File: config.mk
export PLATFORM = sky130hd
export DESIGN_NAME = modbus_rtu_slave_register_handler
export DESIGN_NICKNAME = d
export VERILOG_FILES = /design/src/rtl/mbrtu_pkg.sv /design/src/rtl/modbus_rtu_slave_register_handler.sv /design/src/rtl/mbrtu_datapath.sv /design/src/rtl/mbrtu_ctrl.sv
export SDC_FILE = /design/constraint.sdc
export NUM_CORES = 2
export LEC_CHECK = 0
export ABC_AREA = 1
export BUFFER_PORTS_ARGS = -buffer_cell sky130_fd_sc_hd__buf_2
export CAP_MARGIN = 20
export CORE_MARGIN = 8
export CORE_UTILIZATION = 64
export CTS_BUF_LIST = sky130_fd_sc_hd__clkbuf_4
export DETAILED_ROUTE_END_ITERATION = 7
export GPL_ROUTABILITY_DRIVEN = 0
export HOLD_SLACK_MARGIN = 0.03
export PLACE_DENSITY_LB_ADDON = 0.1
export RECOVER_POWER = 25
export SLEW_MARGIN = 20
export SYNTH_ARGS = -nofsm -noshare
export SYNTH_HDL_FRONTEND = slang
export SYNTH_SLANG_ARGS = --single-unit
File: constraint.sdc
create_clock -name clock -period 4.4 [get_ports clock]
set_clock_uncertainty 0.05 [all_clocks]
set_input_delay 0.44 -clock clock [delete_from_list [all_inputs] [get_ports clock]]
set_output_delay 0.44 -clock clock [all_outputs]
set_load 0.03 [all_outputs]
File: src/rtl/mbrtu_pkg.sv
// ----------------------------------------------------------------------------
// mbrtu_pkg
// Shared constants, types and the CRC-16/MODBUS byte step for the RTU slave.
// ----------------------------------------------------------------------------
package mbrtu_pkg;

   localparam int NUM_REGS      = 64;
   localparam int MAX_READ_REGS = 29;
   localparam int REG_AW        = (NUM_REGS > 1) ? $clog2(NUM_REGS) : 1;
   localparam int CNT_W         = $clog2(MAX_READ_REGS + 1);

   localparam logic [7:0]  FUNC_READ_HOLDING = 8'h03;
   localparam logic [7:0]  FUNC_WRITE_SINGLE = 8'h06;
   localparam logic [15:0] CRC_INIT          = 16'hFFFF;
   localparam logic [15:0] CRC_POLY          = 16'hA001;
   localparam logic [7:0]  SLAVE_ADDR_RESET  = 8'd4;
   localparam logic [7:0]  MIN_FRAME_BYTES   = 8'd8;
   localparam logic [7:0]  HEADER_BYTES      = 8'd6;
   localparam logic [7:0]  COUNT_MAX         = 8'd255;

   typedef enum logic [1:0] {
      DEC_DROP,
      DEC_READ,
      DEC_WRITE
   } dec_type;

   typedef enum logic [2:0] {
      SRC_HDR,
      SRC_LEN,
      SRC_REG_HI,
      SRC_REG_LO,
      SRC_CRC_LO,
      SRC_CRC_HI
   } src_type;

   typedef struct packed {
      logic       take_byte;
      logic       clear_frame;
      logic       start_resp;
      logic       write_reg;
      logic       load;
      src_type    src;
      logic [2:0] hdr_idx;
      logic       last;
      logic       next_reg;
   } ctrl_cmd_type;

   typedef struct packed {
      dec_type          decision;
      logic [CNT_W-1:0] read_count;
      logic             slot_free;
   } dp_status_type;

   // One byte through the reflected CRC-16/MODBUS register.
   function automatic logic [15:0] crc_feed(input logic [15:0] crc, input logic [7:0] b);
      logic [15:0] c;
      c = crc ^ {8'h00, b};
      for (int k = 0; k < 8; k++) begin
         if (c[0]) begin
            c = (c >> 1) ^ CRC_POLY;
         end else begin
            c = c >> 1;
         end
      end
      return c;
   endfunction

endpackage

File: src/rtl/modbus_rtu_slave_register_handler.sv
// ----------------------------------------------------------------------------
// modbus_rtu_slave_register_handler
// Modbus RTU slave: frame check, read/write holding registers, reply bytes.
// ----------------------------------------------------------------------------
// Request channel (req_): one received byte per word, req_frame_end set on the
// last byte of a frame. A word is taken when req_valid is high and req_stall
// low. Bytes inside a frame are taken one per cycle; the word with
// req_frame_end is followed by state S_CHECK, which judges the frame.
// Response channel (rsp_): one reply byte per word, rsp_tx_last on the final
// CRC byte. Bytes held back by rsp_stall stay in the output register; the
// sequencer waits for the slot and never drops or repeats a byte.
// The first reply byte is loaded into the output register in state S_HDR,
// after S_CHECK (and S_WRITE for a write, which first updates the register
// file). Header and CRC bytes follow one per cycle while the slot is free;
// each read register steps S_FETCH, S_RD_HI, S_RD_LO (single registered port).
// Requests are stalled while a reply is being built; the next frame is taken
// as soon as the final reply byte sits in the output register.
// csr_: a write of csr_write_data sets the station address (reset value 4).
// Reset (synchronous, active high) clears the frame state, returns the
// address to 4 and marks every holding register as zero.
// ----------------------------------------------------------------------------
module modbus_rtu_slave_register_handler (
   input  logic       clock,
   input  logic       reset,
   input  logic       csr_write_enable,
   input  logic [7:0] csr_write_data,
   input  logic       req_valid,
   output logic       req_stall,
   input  logic [7:0] req_rx_byte,
   input  logic       req_frame_end,
   output logic       rsp_valid,
   input  logic       rsp_stall,
   output logic [7:0] rsp_tx_byte,
   output logic       rsp_tx_last
);
   import mbrtu_pkg::*;

   ctrl_cmd_type  cmd;
   dp_status_type status;

   // Sequencer: owns all timing, issues one command word per cycle
   mbrtu_ctrl u_ctrl (
      .clock         (clock),
      .reset         (reset),
      .req_valid     (req_valid),
      .req_frame_end (req_frame_end),
      .req_stall     (req_stall),
      .status        (status),
      .cmd           (cmd)
   );

   // Datapath: frame store, CRC units, register file and output register
   mbrtu_datapath u_datapath (
      .clock            (clock),
      .reset            (reset),
      .csr_write_enable (csr_write_enable),
      .csr_write_data   (csr_write_data),
      .req_rx_byte      (req_rx_byte),
      .rsp_stall        (rsp_stall),
      .cmd              (cmd),
      .status           (status),
      .rsp_valid        (rsp_valid),
      .rsp_tx_byte      (rsp_tx_byte),
      .rsp_tx_last      (rsp_tx_last)
   );

endmodule

File: src/rtl/mbrtu_datapath.sv
// ----------------------------------------------------------------------------
// mbrtu_datapath
// Frame collection, CRC check, register file and the response word register.
// ----------------------------------------------------------------------------
module mbrtu_datapath (
   input  logic                     clock,
   input  logic                     reset,
   input  logic                     csr_write_enable,
   input  logic [7:0]               csr_write_data,
   input  logic [7:0]               req_rx_byte,
   input  logic                     rsp_stall,
   input  mbrtu_pkg::ctrl_cmd_type  cmd,
   output mbrtu_pkg::dp_status_type status,
   output logic                     rsp_valid,
   output logic [7:0]               rsp_tx_byte,
   output logic                     rsp_tx_last
);
   import mbrtu_pkg::*;

   logic [7:0]  slave_addr_ff;
   logic [7:0]  count_ff;
   logic [15:0] crc_ff;
   logic [7:0]  delay_ff [2];
   logic [7:0]  header_ff [6];
   logic [15:0] resp_crc_ff;
   logic [15:0] resp_crc_in;
   logic [REG_AW-1:0] ptr_ff;

   logic [15:0] mem [NUM_REGS];
   logic [NUM_REGS-1:0] valid_ff;
   logic [15:0] mem_q_ff;
   logic        valid_q_ff;
   logic [15:0] reg_word;

   logic        out_valid_ff;
   logic [7:0]  out_byte_ff;
   logic        out_last_ff;

   logic [15:0] start_addr;
   logic [15:0] value;
   logic [16:0] end_addr;
   logic        crc_ok;
   logic        addr_ok;
   logic [7:0]  hdr_sel;
   logic [7:0]  load_byte;

   assign start_addr = {header_ff[2], header_ff[3]};
   assign value      = {header_ff[4], header_ff[5]};
   assign end_addr   = {1'b0, start_addr} + {1'b0, value};
   assign crc_ok     = (count_ff >= MIN_FRAME_BYTES) && ({delay_ff[1], delay_ff[0]} == crc_ff);
   assign addr_ok    = (header_ff[0] != 8'h00) && (header_ff[0] == slave_addr_ff);

   always_comb begin
      status.decision   = DEC_DROP;
      status.read_count = value[CNT_W-1:0];
      status.slot_free  = !out_valid_ff || !rsp_stall;
      if (crc_ok && addr_ok) begin
         if (header_ff[1] == FUNC_READ_HOLDING) begin
            if ((value != 16'd0) && (value <= 16'(MAX_READ_REGS))
                && (end_addr <= 17'(NUM_REGS))) begin
               status.decision = DEC_READ;
            end
         end else if (header_ff[1] == FUNC_WRITE_SINGLE) begin
            if ({1'b0, start_addr} < 17'(NUM_REGS)) begin
               status.decision = DEC_WRITE;
            end
         end
      end
   end

   always_comb begin
      unique case (cmd.hdr_idx)
         3'd0:    hdr_sel = header_ff[0];
         3'd1:    hdr_sel = header_ff[1];
         3'd2:    hdr_sel = header_ff[2];
         3'd3:    hdr_sel = header_ff[3];
         3'd4:    hdr_sel = header_ff[4];
         3'd5:    hdr_sel = header_ff[5];
         default: hdr_sel = 8'h00;
      endcase
   end

   assign reg_word = valid_q_ff ? mem_q_ff : 16'h0000;

   always_comb begin
      unique case (cmd.src)
         SRC_HDR:    load_byte = hdr_sel;
         SRC_LEN:    load_byte = {header_ff[5][6:0], 1'b0};
         SRC_REG_HI: load_byte = reg_word[15:8];
         SRC_REG_LO: load_byte = reg_word[7:0];
         SRC_CRC_LO: load_byte = resp_crc_ff[7:0];
         SRC_CRC_HI: load_byte = resp_crc_ff[15:8];
         default:    load_byte = 8'h00;
      endcase
   end

   always_comb begin
      resp_crc_in = resp_crc_ff;
      if (cmd.start_resp) begin
         resp_crc_in = CRC_INIT;
      end else if (cmd.load && (cmd.src != SRC_CRC_LO) && (cmd.src != SRC_CRC_HI)) begin
         resp_crc_in = crc_feed(resp_crc_ff, load_byte);
      end
   end

   // Station address register
   always_ff @(posedge clock) begin
      if (reset) begin
         slave_addr_ff <= SLAVE_ADDR_RESET;
      end else if (csr_write_enable) begin
         slave_addr_ff <= csr_write_data;
      end
   end

   // Frame collection: hold back the two newest bytes from the CRC
   always_ff @(posedge clock) begin
      if (reset) begin
         count_ff    <= 8'd0;
         crc_ff      <= CRC_INIT;
         delay_ff[0] <= 8'h00;
         delay_ff[1] <= 8'h00;
         for (int i = 0; i < 6; i++) begin
            header_ff[i] <= 8'h00;
         end
      end else if (cmd.clear_frame) begin
         count_ff    <= 8'd0;
         crc_ff      <= CRC_INIT;
         delay_ff[0] <= 8'h00;
         delay_ff[1] <= 8'h00;
      end else if (cmd.take_byte) begin
         if (count_ff >= 8'd2) begin
            crc_ff <= crc_feed(crc_ff, delay_ff[0]);
         end
         delay_ff[0] <= delay_ff[1];
         delay_ff[1] <= req_rx_byte;
         if (count_ff < HEADER_BYTES) begin
            header_ff[count_ff[2:0]] <= req_rx_byte;
         end
         if (count_ff != COUNT_MAX) begin
            count_ff <= count_ff + 8'd1;
         end
      end
   end

   // Response CRC and register pointer
   always_ff @(posedge clock) begin
      if (reset) begin
         resp_crc_ff <= CRC_INIT;
         ptr_ff      <= '0;
      end else begin
         resp_crc_ff <= resp_crc_in;
         if (cmd.start_resp) begin
            ptr_ff <= start_addr[REG_AW-1:0];
         end else if (cmd.next_reg) begin
            ptr_ff <= ptr_ff + REG_AW'(1);
         end
      end
   end

   // Register file: valid bits stand in for the all-zero reset
   always_ff @(posedge clock) begin
      if (reset) begin
         valid_ff <= '0;
      end else if (cmd.write_reg) begin
         valid_ff[start_addr[REG_AW-1:0]] <= 1'b1;
      end
   end

   always_ff @(posedge clock) begin
      if (cmd.write_reg) begin
         mem[start_addr[REG_AW-1:0]] <= value;
      end
      mem_q_ff   <= mem[ptr_ff];
      valid_q_ff <= valid_ff[ptr_ff];
   end

   // Output word register
   always_ff @(posedge clock) begin
      if (reset) begin
         out_valid_ff <= 1'b0;
      end else if (cmd.load) begin
         out_valid_ff <= 1'b1;
      end else if (!rsp_stall) begin
         out_valid_ff <= 1'b0;
      end
   end

   always_ff @(posedge clock) begin
      if (cmd.load) begin
         out_byte_ff <= load_byte;
         out_last_ff <= cmd.last;
      end
   end

   assign rsp_valid   = out_valid_ff;
   assign rsp_tx_byte = out_byte_ff;
   assign rsp_tx_last = out_last_ff;

endmodule

File: src/rtl/mbrtu_ctrl.sv
// ----------------------------------------------------------------------------
// mbrtu_ctrl
// Sequencer: accepts request words, judges the frame, steps out the response.
// ----------------------------------------------------------------------------
module mbrtu_ctrl (
   input  logic                     clock,
   input  logic                     reset,
   input  logic                     req_valid,
   input  logic                     req_frame_end,
   output logic                     req_stall,
   input  mbrtu_pkg::dp_status_type status,
   output mbrtu_pkg::ctrl_cmd_type  cmd
);
   import mbrtu_pkg::*;

   typedef enum logic [3:0] {
      S_IDLE,
      S_CHECK,
      S_WRITE,
      S_HDR,
      S_LEN,
      S_FETCH,
      S_RD_HI,
      S_RD_LO,
      S_CRC_LO,
      S_CRC_HI
   } state_type;

   state_type        state_ff;
   logic             is_read_ff;
   logic [2:0]       idx_ff;
   logic [CNT_W-1:0] remain_ff;
   logic             accept;

   assign req_stall = (state_ff != S_IDLE);
   assign accept    = req_valid && (state_ff == S_IDLE);

   always_comb begin
      cmd             = '0;
      cmd.src         = SRC_HDR;
      cmd.hdr_idx     = idx_ff;
      cmd.take_byte   = accept;
      unique case (state_ff)
         S_IDLE: begin
         end
         S_CHECK: begin
            cmd.clear_frame = 1'b1;
            cmd.start_resp  = (status.decision != DEC_DROP);
         end
         S_WRITE: begin
            cmd.write_reg = 1'b1;
         end
         S_HDR: begin
            cmd.load = status.slot_free;
         end
         S_LEN: begin
            cmd.load = status.slot_free;
            cmd.src  = SRC_LEN;
         end
         S_FETCH: begin
         end
         S_RD_HI: begin
            cmd.load = status.slot_free;
            cmd.src  = SRC_REG_HI;
         end
         S_RD_LO: begin
            cmd.load     = status.slot_free;
            cmd.src      = SRC_REG_LO;
            cmd.next_reg = status.slot_free;
         end
         S_CRC_LO: begin
            cmd.load = status.slot_free;
            cmd.src  = SRC_CRC_LO;
         end
         S_CRC_HI: begin
            cmd.load = status.slot_free;
            cmd.src  = SRC_CRC_HI;
            cmd.last = 1'b1;
         end
         default: begin
         end
      endcase
   end

   always_ff @(posedge clock) begin
      if (reset) begin
         state_ff   <= S_IDLE;
         is_read_ff <= 1'b0;
         idx_ff     <= 3'd0;
         remain_ff  <= '0;
      end else begin
         unique case (state_ff)
            S_IDLE: begin
               if (accept && req_frame_end) begin
                  state_ff <= S_CHECK;
               end
            end
            S_CHECK: begin
               idx_ff     <= 3'd0;
               remain_ff  <= status.read_count;
               is_read_ff <= (status.decision == DEC_READ);
               unique case (status.decision)
                  DEC_READ:  state_ff <= S_HDR;
                  DEC_WRITE: state_ff <= S_WRITE;
                  default:   state_ff <= S_IDLE;
               endcase
            end
            S_WRITE: begin
               state_ff <= S_HDR;
            end
            S_HDR: begin
               if (status.slot_free) begin
                  idx_ff <= idx_ff + 3'd1;
                  if (is_read_ff && (idx_ff == 3'd1)) begin
                     state_ff <= S_LEN;
                  end else if (!is_read_ff && (idx_ff == 3'd5)) begin
                     state_ff <= S_CRC_LO;
                  end
               end
            end
            S_LEN: begin
               if (status.slot_free) begin
                  state_ff <= S_FETCH;
               end
            end
            S_FETCH: begin
               state_ff <= S_RD_HI;
            end
            S_RD_HI: begin
               if (status.slot_free) begin
                  state_ff <= S_RD_LO;
               end
            end
            S_RD_LO: begin
               if (status.slot_free) begin
                  remain_ff <= remain_ff - CNT_W'(1);
                  if (remain_ff == CNT_W'(1)) begin
                     state_ff <= S_CRC_LO;
                  end else begin
                     state_ff <= S_FETCH;
                  end
               end
            end
            S_CRC_LO: begin
               if (status.slot_free) begin
                  state_ff <= S_CRC_HI;
               end
            end
            S_CRC_HI: begin
               if (status.slot_free) begin
                  state_ff <= S_IDLE;
               end
            end
            default: begin
               state_ff <= S_IDLE;
            end
         endcase
      end
   end

endmodule
==> flow_results.xml <==
<?xml version="1.0" encoding="UTF-8"?>
<metrics>
  <group name="pwr">
    <metric name="irDropWorstVdd" unit="µV">319</metric>
    <metric name="p_per_cell_area" unit="mW/mm²">462</metric>
    <metric name="total_power" unit="W">0.0261</metric>
    <metric name="power.static_leakage" unit="nW">20.1</metric>
  </group>
  <group name="critical_path">
    <metric name="start_kind" unit="">register</metric>
    <metric name="crit_required" unit="ps">5260</metric>
    <metric name="critical_path_peak_fanout" unit="">8</metric>
    <metric name="criticalPathCategory" unit="">reg2reg</metric>
    <metric name="cp_data_arrival_time" unit="ps">4760</metric>
    <metric name="endpoint_kind" unit="">register</metric>
    <metric name="reg2reg_slack" unit="ps">510</metric>
  </group>
  <group name="logic_synthesis">
    <metric name="synthTopCellsByCount" unit="">sky130_fd_sc_hd__edfxtp_1, sky130_fd_sc_hd__nor2_1, sky130_fd_sc_hd__o21ai_0, sky130_fd_sc_hd__nand2_1, sky130_fd_sc_hd__clkbuf_1</metric>
    <metric name="syn-cell-area" unit="mm²">0.0506</metric>
    <metric name="synth_top_cells_by_area" unit="">sky130_fd_sc_hd__edfxtp_1, sky130_fd_sc_hd__nor2_1, sky130_fd_sc_hd__dfxtp_1, sky130_fd_sc_hd__o21ai_0, sky130_fd_sc_hd__nand2_1</metric>
    <metric name="synth-compound-area-share" unit="">0.118</metric>
    <metric name="yosys_warnings" unit="">0</metric>
    <metric name="avgSynthCellArea" unit="µm²">11.7</metric>
    <metric name="number_of_synthesized_flops_with_an_enable_pin" unit="">1097</metric>
    <metric name="netlist_instances" unit="">4317</metric>
    <metric name="synthXorXnorAreaFrac" unit="">0.00692</metric>
    <metric name="synth_largest_area_cell" unit="">sky130_fd_sc_hd__edfxtp_1</metric>
    <metric name="synth.top_cell.area_share" unit="">0.651</metric>
    <metric name="yosys.cell_count.top_type" unit="">sky130_fd_sc_hd__edfxtp_1</metric>
    <metric name="yosys.cell_types.count" unit="">47</metric>
    <metric name="synth.net_count" unit="">4373</metric>
    <metric name="ys_seq_area_frac" unit="">0.709</metric>
    <metric name="post_synth_mux_area_share" unit="">0</metric>
    <metric name="synth_top_flop_cell" unit="">sky130_fd_sc_hd__edfxtp_1</metric>
    <metric name="combinational_family_with_the_most_area_after_synthesis" unit="">simple AND/OR/NAND/NOR gates</metric>
    <metric name="synth-adder-area-share" unit="">0.00855</metric>
    <metric name="ys_ff_latch" unit="">1246</metric>
    <metric name="synth_simple_gate_area_share" unit="">0.127</metric>
    <metric name="asyncSetResetFlopFracSynth" unit="">0</metric>
  </group>
  <group name="cts">
    <metric name="clk_pin_slew" unit="ps">60</metric>
    <metric name="tritoncts" unit="">done</metric>
    <metric name="worstSkewPairLatency" unit="ps">1160</metric>
    <metric name="post-cts-setup-buffers" unit="">0</metric>
    <metric name="cts_num_sinks" unit="">1246</metric>
    <metric name="maximum_level_of_the_cts_h_tree" unit="">5</metric>
    <metric name="cts_buffer_depth" unit="">4</metric>
    <metric name="ctsRootBufferMaster" unit="">sky130_fd_sc_hd__clkbuf_4</metric>
    <metric name="cts_buffers" unit="">323</metric>
  </group>
  <group name="timing">
    <metric name="hold_violations" unit="">0</metric>
    <metric name="unrepaired_setup_endpoints_after_global_routing" unit="">no</metric>
    <metric name="final-max-slew-violation-count" unit="">193</metric>
    <metric name="worst_pin_slew" unit="ps">2600</metric>
    <metric name="period_share" unit="">0.885</metric>
    <metric name="setup_viol" unit="">0</metric>
    <metric name="achievable_freq" unit="MHz">257</metric>
    <metric name="timing.hold.ws" unit="ps">199</metric>
    <metric name="slew_headroom" unit="">-0.736</metric>
    <metric name="totalNegativeSetupSlack" unit="ps">0</metric>
    <metric name="post-route-min-period" unit="ps">3890</metric>
  </group>
  <group name="finish">
    <metric name="finish.net_count" unit="">4648</metric>
    <metric name="synthToLayoutAreaGrowth" unit="%">11.8</metric>
    <metric name="post_route_cells_drive_above_1_share" unit="">0.142</metric>
    <metric name="finalNonFillerCells" unit="">5852</metric>
    <metric name="final_design_area_no_fill" unit="mm²">0.0566</metric>
  </group>
  <group name="floorplan">
    <metric name="start_util" unit="">0.644</metric>
    <metric name="die_area" unit="mm²">0.0884</metric>
    <metric name="row_count" unit="">103</metric>
    <metric name="ios" unit="">33</metric>
    <metric name="dieHeight" unit="µm">297</metric>
    <metric name="design.core.area" unit="mm²">0.0786</metric>
    <metric name="die_x" unit="µm">297</metric>
  </group>
  <group name="place">
    <metric name="post-place-cells" unit="">5273</metric>
    <metric name="placed_inst_area" unit="mm²">0.0523</metric>
    <metric name="hpwl" unit="mm">75.9</metric>
    <metric name="buffer_ports.inserted" unit="">32</metric>
  </group>
  <group name="grt">
    <metric name="maximum_number_of_pins_on_one_net_before_global_route_repair" unit="">158</metric>
    <metric name="number_of_global_route_vias_before_repair" unit="">35200</metric>
    <metric name="antenna_found_initial" unit="">5</metric>
    <metric name="global_route.usage.total" unit="">0.299</metric>
    <metric name="grt.overflow.total" unit="">0</metric>
    <metric name="wire_length_of_the_first_global_routing_pass" unit="mm">205</metric>
  </group>
  <group name="hold_path">
    <metric name="type_of_the_most_critical_hold_path" unit="">in2reg</metric>
  </group>
  <group name="detailed_routing">
    <metric name="number_of_vias_in_the_routed_layout" unit="">36600</metric>
    <metric name="drt-vias-per-instance" unit="">6.25</metric>
    <metric name="postRouteAntennaNets" unit="">0</metric>
    <metric name="dr.first_iter.drc_count" unit="">4518</metric>
    <metric name="wire_length_after_detailed_routing" unit="mm">136</metric>
    <metric name="drc" unit="">0</metric>
    <metric name="dr_pass1_iterations" unit="">7</metric>
    <metric name="wire_per_inst" unit="µm">23.2</metric>
  </group>
  <group name="outcome">
    <metric name="status" unit="">finished with violations</metric>
    <metric name="violations" unit="">capacitance limit, slew limit</metric>
  </group>
  <group name="run">
    <metric name="maxCapViolCount" unit="">5</metric>
  </group>
</metrics>
-- layout make-up --
| type | instances | area, µm² |
|---|---|---|
| Sequential cell | 1246 | 35900 |
| Clock buffer | 467 | 3510 |
| Inverter | 148 | 571 |
| Antenna cell | 5 | 12.5 |
| Clock inverter | 63 | 324 |
| Timing Repair Buffer | 205 | 1740 |
| Fill cell | 5544 | 22000 |
| Multi-Input combinational cell | 2668 | 13200 |
| Tap cell | 1050 | 1310 |
-- logic make-up (layout without fill, tap and decap cells) --
kind of cell,after synthesis,count (layout)
compound gates,1019,1019
xor+xnor,40,40
fa+ha+maj,34,34
buf+inv,403,883
flops,1246,1246
other cells,0,5
simple gates,1575,1575
-- cell usage in the layout (no fill, tap or decap), types with 4 or more instances in the layout --
master and instances:
sky130_fd_sc_hd__edfxtp_1 1097, sky130_fd_sc_hd__nor2_1 879, sky130_fd_sc_hd__o21ai_0 590, sky130_fd_sc_hd__clkbuf_4 467, sky130_fd_sc_hd__nand2_1 413, sky130_fd_sc_hd__o22ai_1 175, sky130_fd_sc_hd__dfxtp_1 146, sky130_fd_sc_hd__nand3_1 142
sky130_fd_sc_hd__inv_1 137, sky130_fd_sc_hd__buf_4 109, sky130_fd_sc_hd__o221ai_1 101, sky130_fd_sc_hd__nand4_1 72, sky130_fd_sc_hd__a21oi_1 53, sky130_fd_sc_hd__clkinv_1 52, sky130_fd_sc_hd__o211ai_1 48, sky130_fd_sc_hd__dlygate4sd3_1 44
sky130_fd_sc_hd__ha_1 33, sky130_fd_sc_hd__buf_2 31, sky130_fd_sc_hd__xor2_1 27, sky130_fd_sc_hd__nor3_1 18, sky130_fd_sc_hd__a31oi_1 16, sky130_fd_sc_hd__inv_2 15, sky130_fd_sc_hd__buf_12 15, sky130_fd_sc_hd__nor2_2 14
sky130_fd_sc_hd__xnor2_1 13, sky130_fd_sc_hd__nand2_2 11, sky130_fd_sc_hd__nor4_1 10, sky130_fd_sc_hd__a32o_1 10, sky130_fd_sc_hd__clkbuf_1 6, sky130_fd_sc_hd__diode_2 5, sky130_fd_sc_hd__a211oi_1 5, sky130_fd_sc_hd__or2_2 5
sky130_fd_sc_hd__nand3b_1 4, sky130_fd_sc_hd__o21ai_1 4
-- where the power goes --
part,switching [W],internal [W]
Clock,0.00443,0.00500
Combinational,0.00227,0.000913
Sequential,0.000246,0.0133
Total,0.00695,0.0192
-- what timing repair did --
item | 4_1_cts | 5_1_grt
endpoints found under the setup margin | 0 | 8
resized for setup | 0 | 2
hold buffers | 44 | 0
hold endpoints to repair | 158 | 0
-- routing by layer --
layer / GRT usage / vias up / wire [µm]
li1: - / 16500 / -
met3: 0.0674 / 347 / 13900
met2: 0.473 / 2062 / 64100
met5: 0 / - / 0
met1: 0.397 / 17700 / 52400
met4: 0.138 / 0 / 5590
-- registers in the layout (all words and copies together), names as in the netlist --
name	flops
u_ctrl.idx_ff	3
u_ctrl.is_read_ff	1
u_ctrl.remain_ff	5
u_ctrl.state_ff	4
u_datapath.count_ff	8
u_datapath.crc_ff	16
u_datapath.delay_ff	16
u_datapath.header_ff	48
u_datapath.mem	1024
u_datapath.mem_q_ff	16
u_datapath.ptr_ff	6
u_datapath.resp_crc_ff	16
u_datapath.rsp_tx_byte	8
u_datapath.rsp_tx_last	1
u_datapath.rsp_valid	1
u_datapath.slave_addr_ff	8
u_datapath.valid_ff	64
u_datapath.valid_q_ff	1
-- critical path, stage by stage, from the launching register on --
cell and delay (ps):
sky130_fd_sc_hd__edfxtp_1 500, sky130_fd_sc_hd__ha_1 410, sky130_fd_sc_hd__inv_1 90, sky130_fd_sc_hd__o21ai_0 300, sky130_fd_sc_hd__nand3_1 120, sky130_fd_sc_hd__nand3_1 120, sky130_fd_sc_hd__a21oi_1 110, sky130_fd_sc_hd__o21ai_1 270
sky130_fd_sc_hd__a21boi_0 190, sky130_fd_sc_hd__nand2_1 90, sky130_fd_sc_hd__o21ai_0 90, sky130_fd_sc_hd__a21oi_1 200, sky130_fd_sc_hd__nand4_1 130, sky130_fd_sc_hd__ha_1 210, sky130_fd_sc_hd__nor2_1 180, sky130_fd_sc_hd__inv_1 160
sky130_fd_sc_hd__nand2_1 160, sky130_fd_sc_hd__nor2_1 60, sky130_fd_sc_hd__a221oi_1 230, sky130_fd_sc_hd__nor2_1 70
-- metrics by stage --
stage          utilization  setup slack [ps]
2_1_floorplan            -               528
3_3_place_gp         0.666               529
3_5_place_dp         0.666               355
4_1_cts              0.720               323
5_1_grt              0.720               135
6_report             0.720               508
-- path summary, 6_finish.rpt --
kind,from,to,depth (start not counted)
max,u_datapath.header_ff[3][4],u_datapath.ptr_ff[1],19
min,req_rx_byte[1],u_datapath.header_ff[0][1],4
max reg2reg,u_datapath.header_ff[3][4],u_datapath.ptr_ff[1],19
min reg2reg,u_datapath.valid_ff[33],u_datapath.valid_ff[33],2
(Power assumes the default switching activity.)
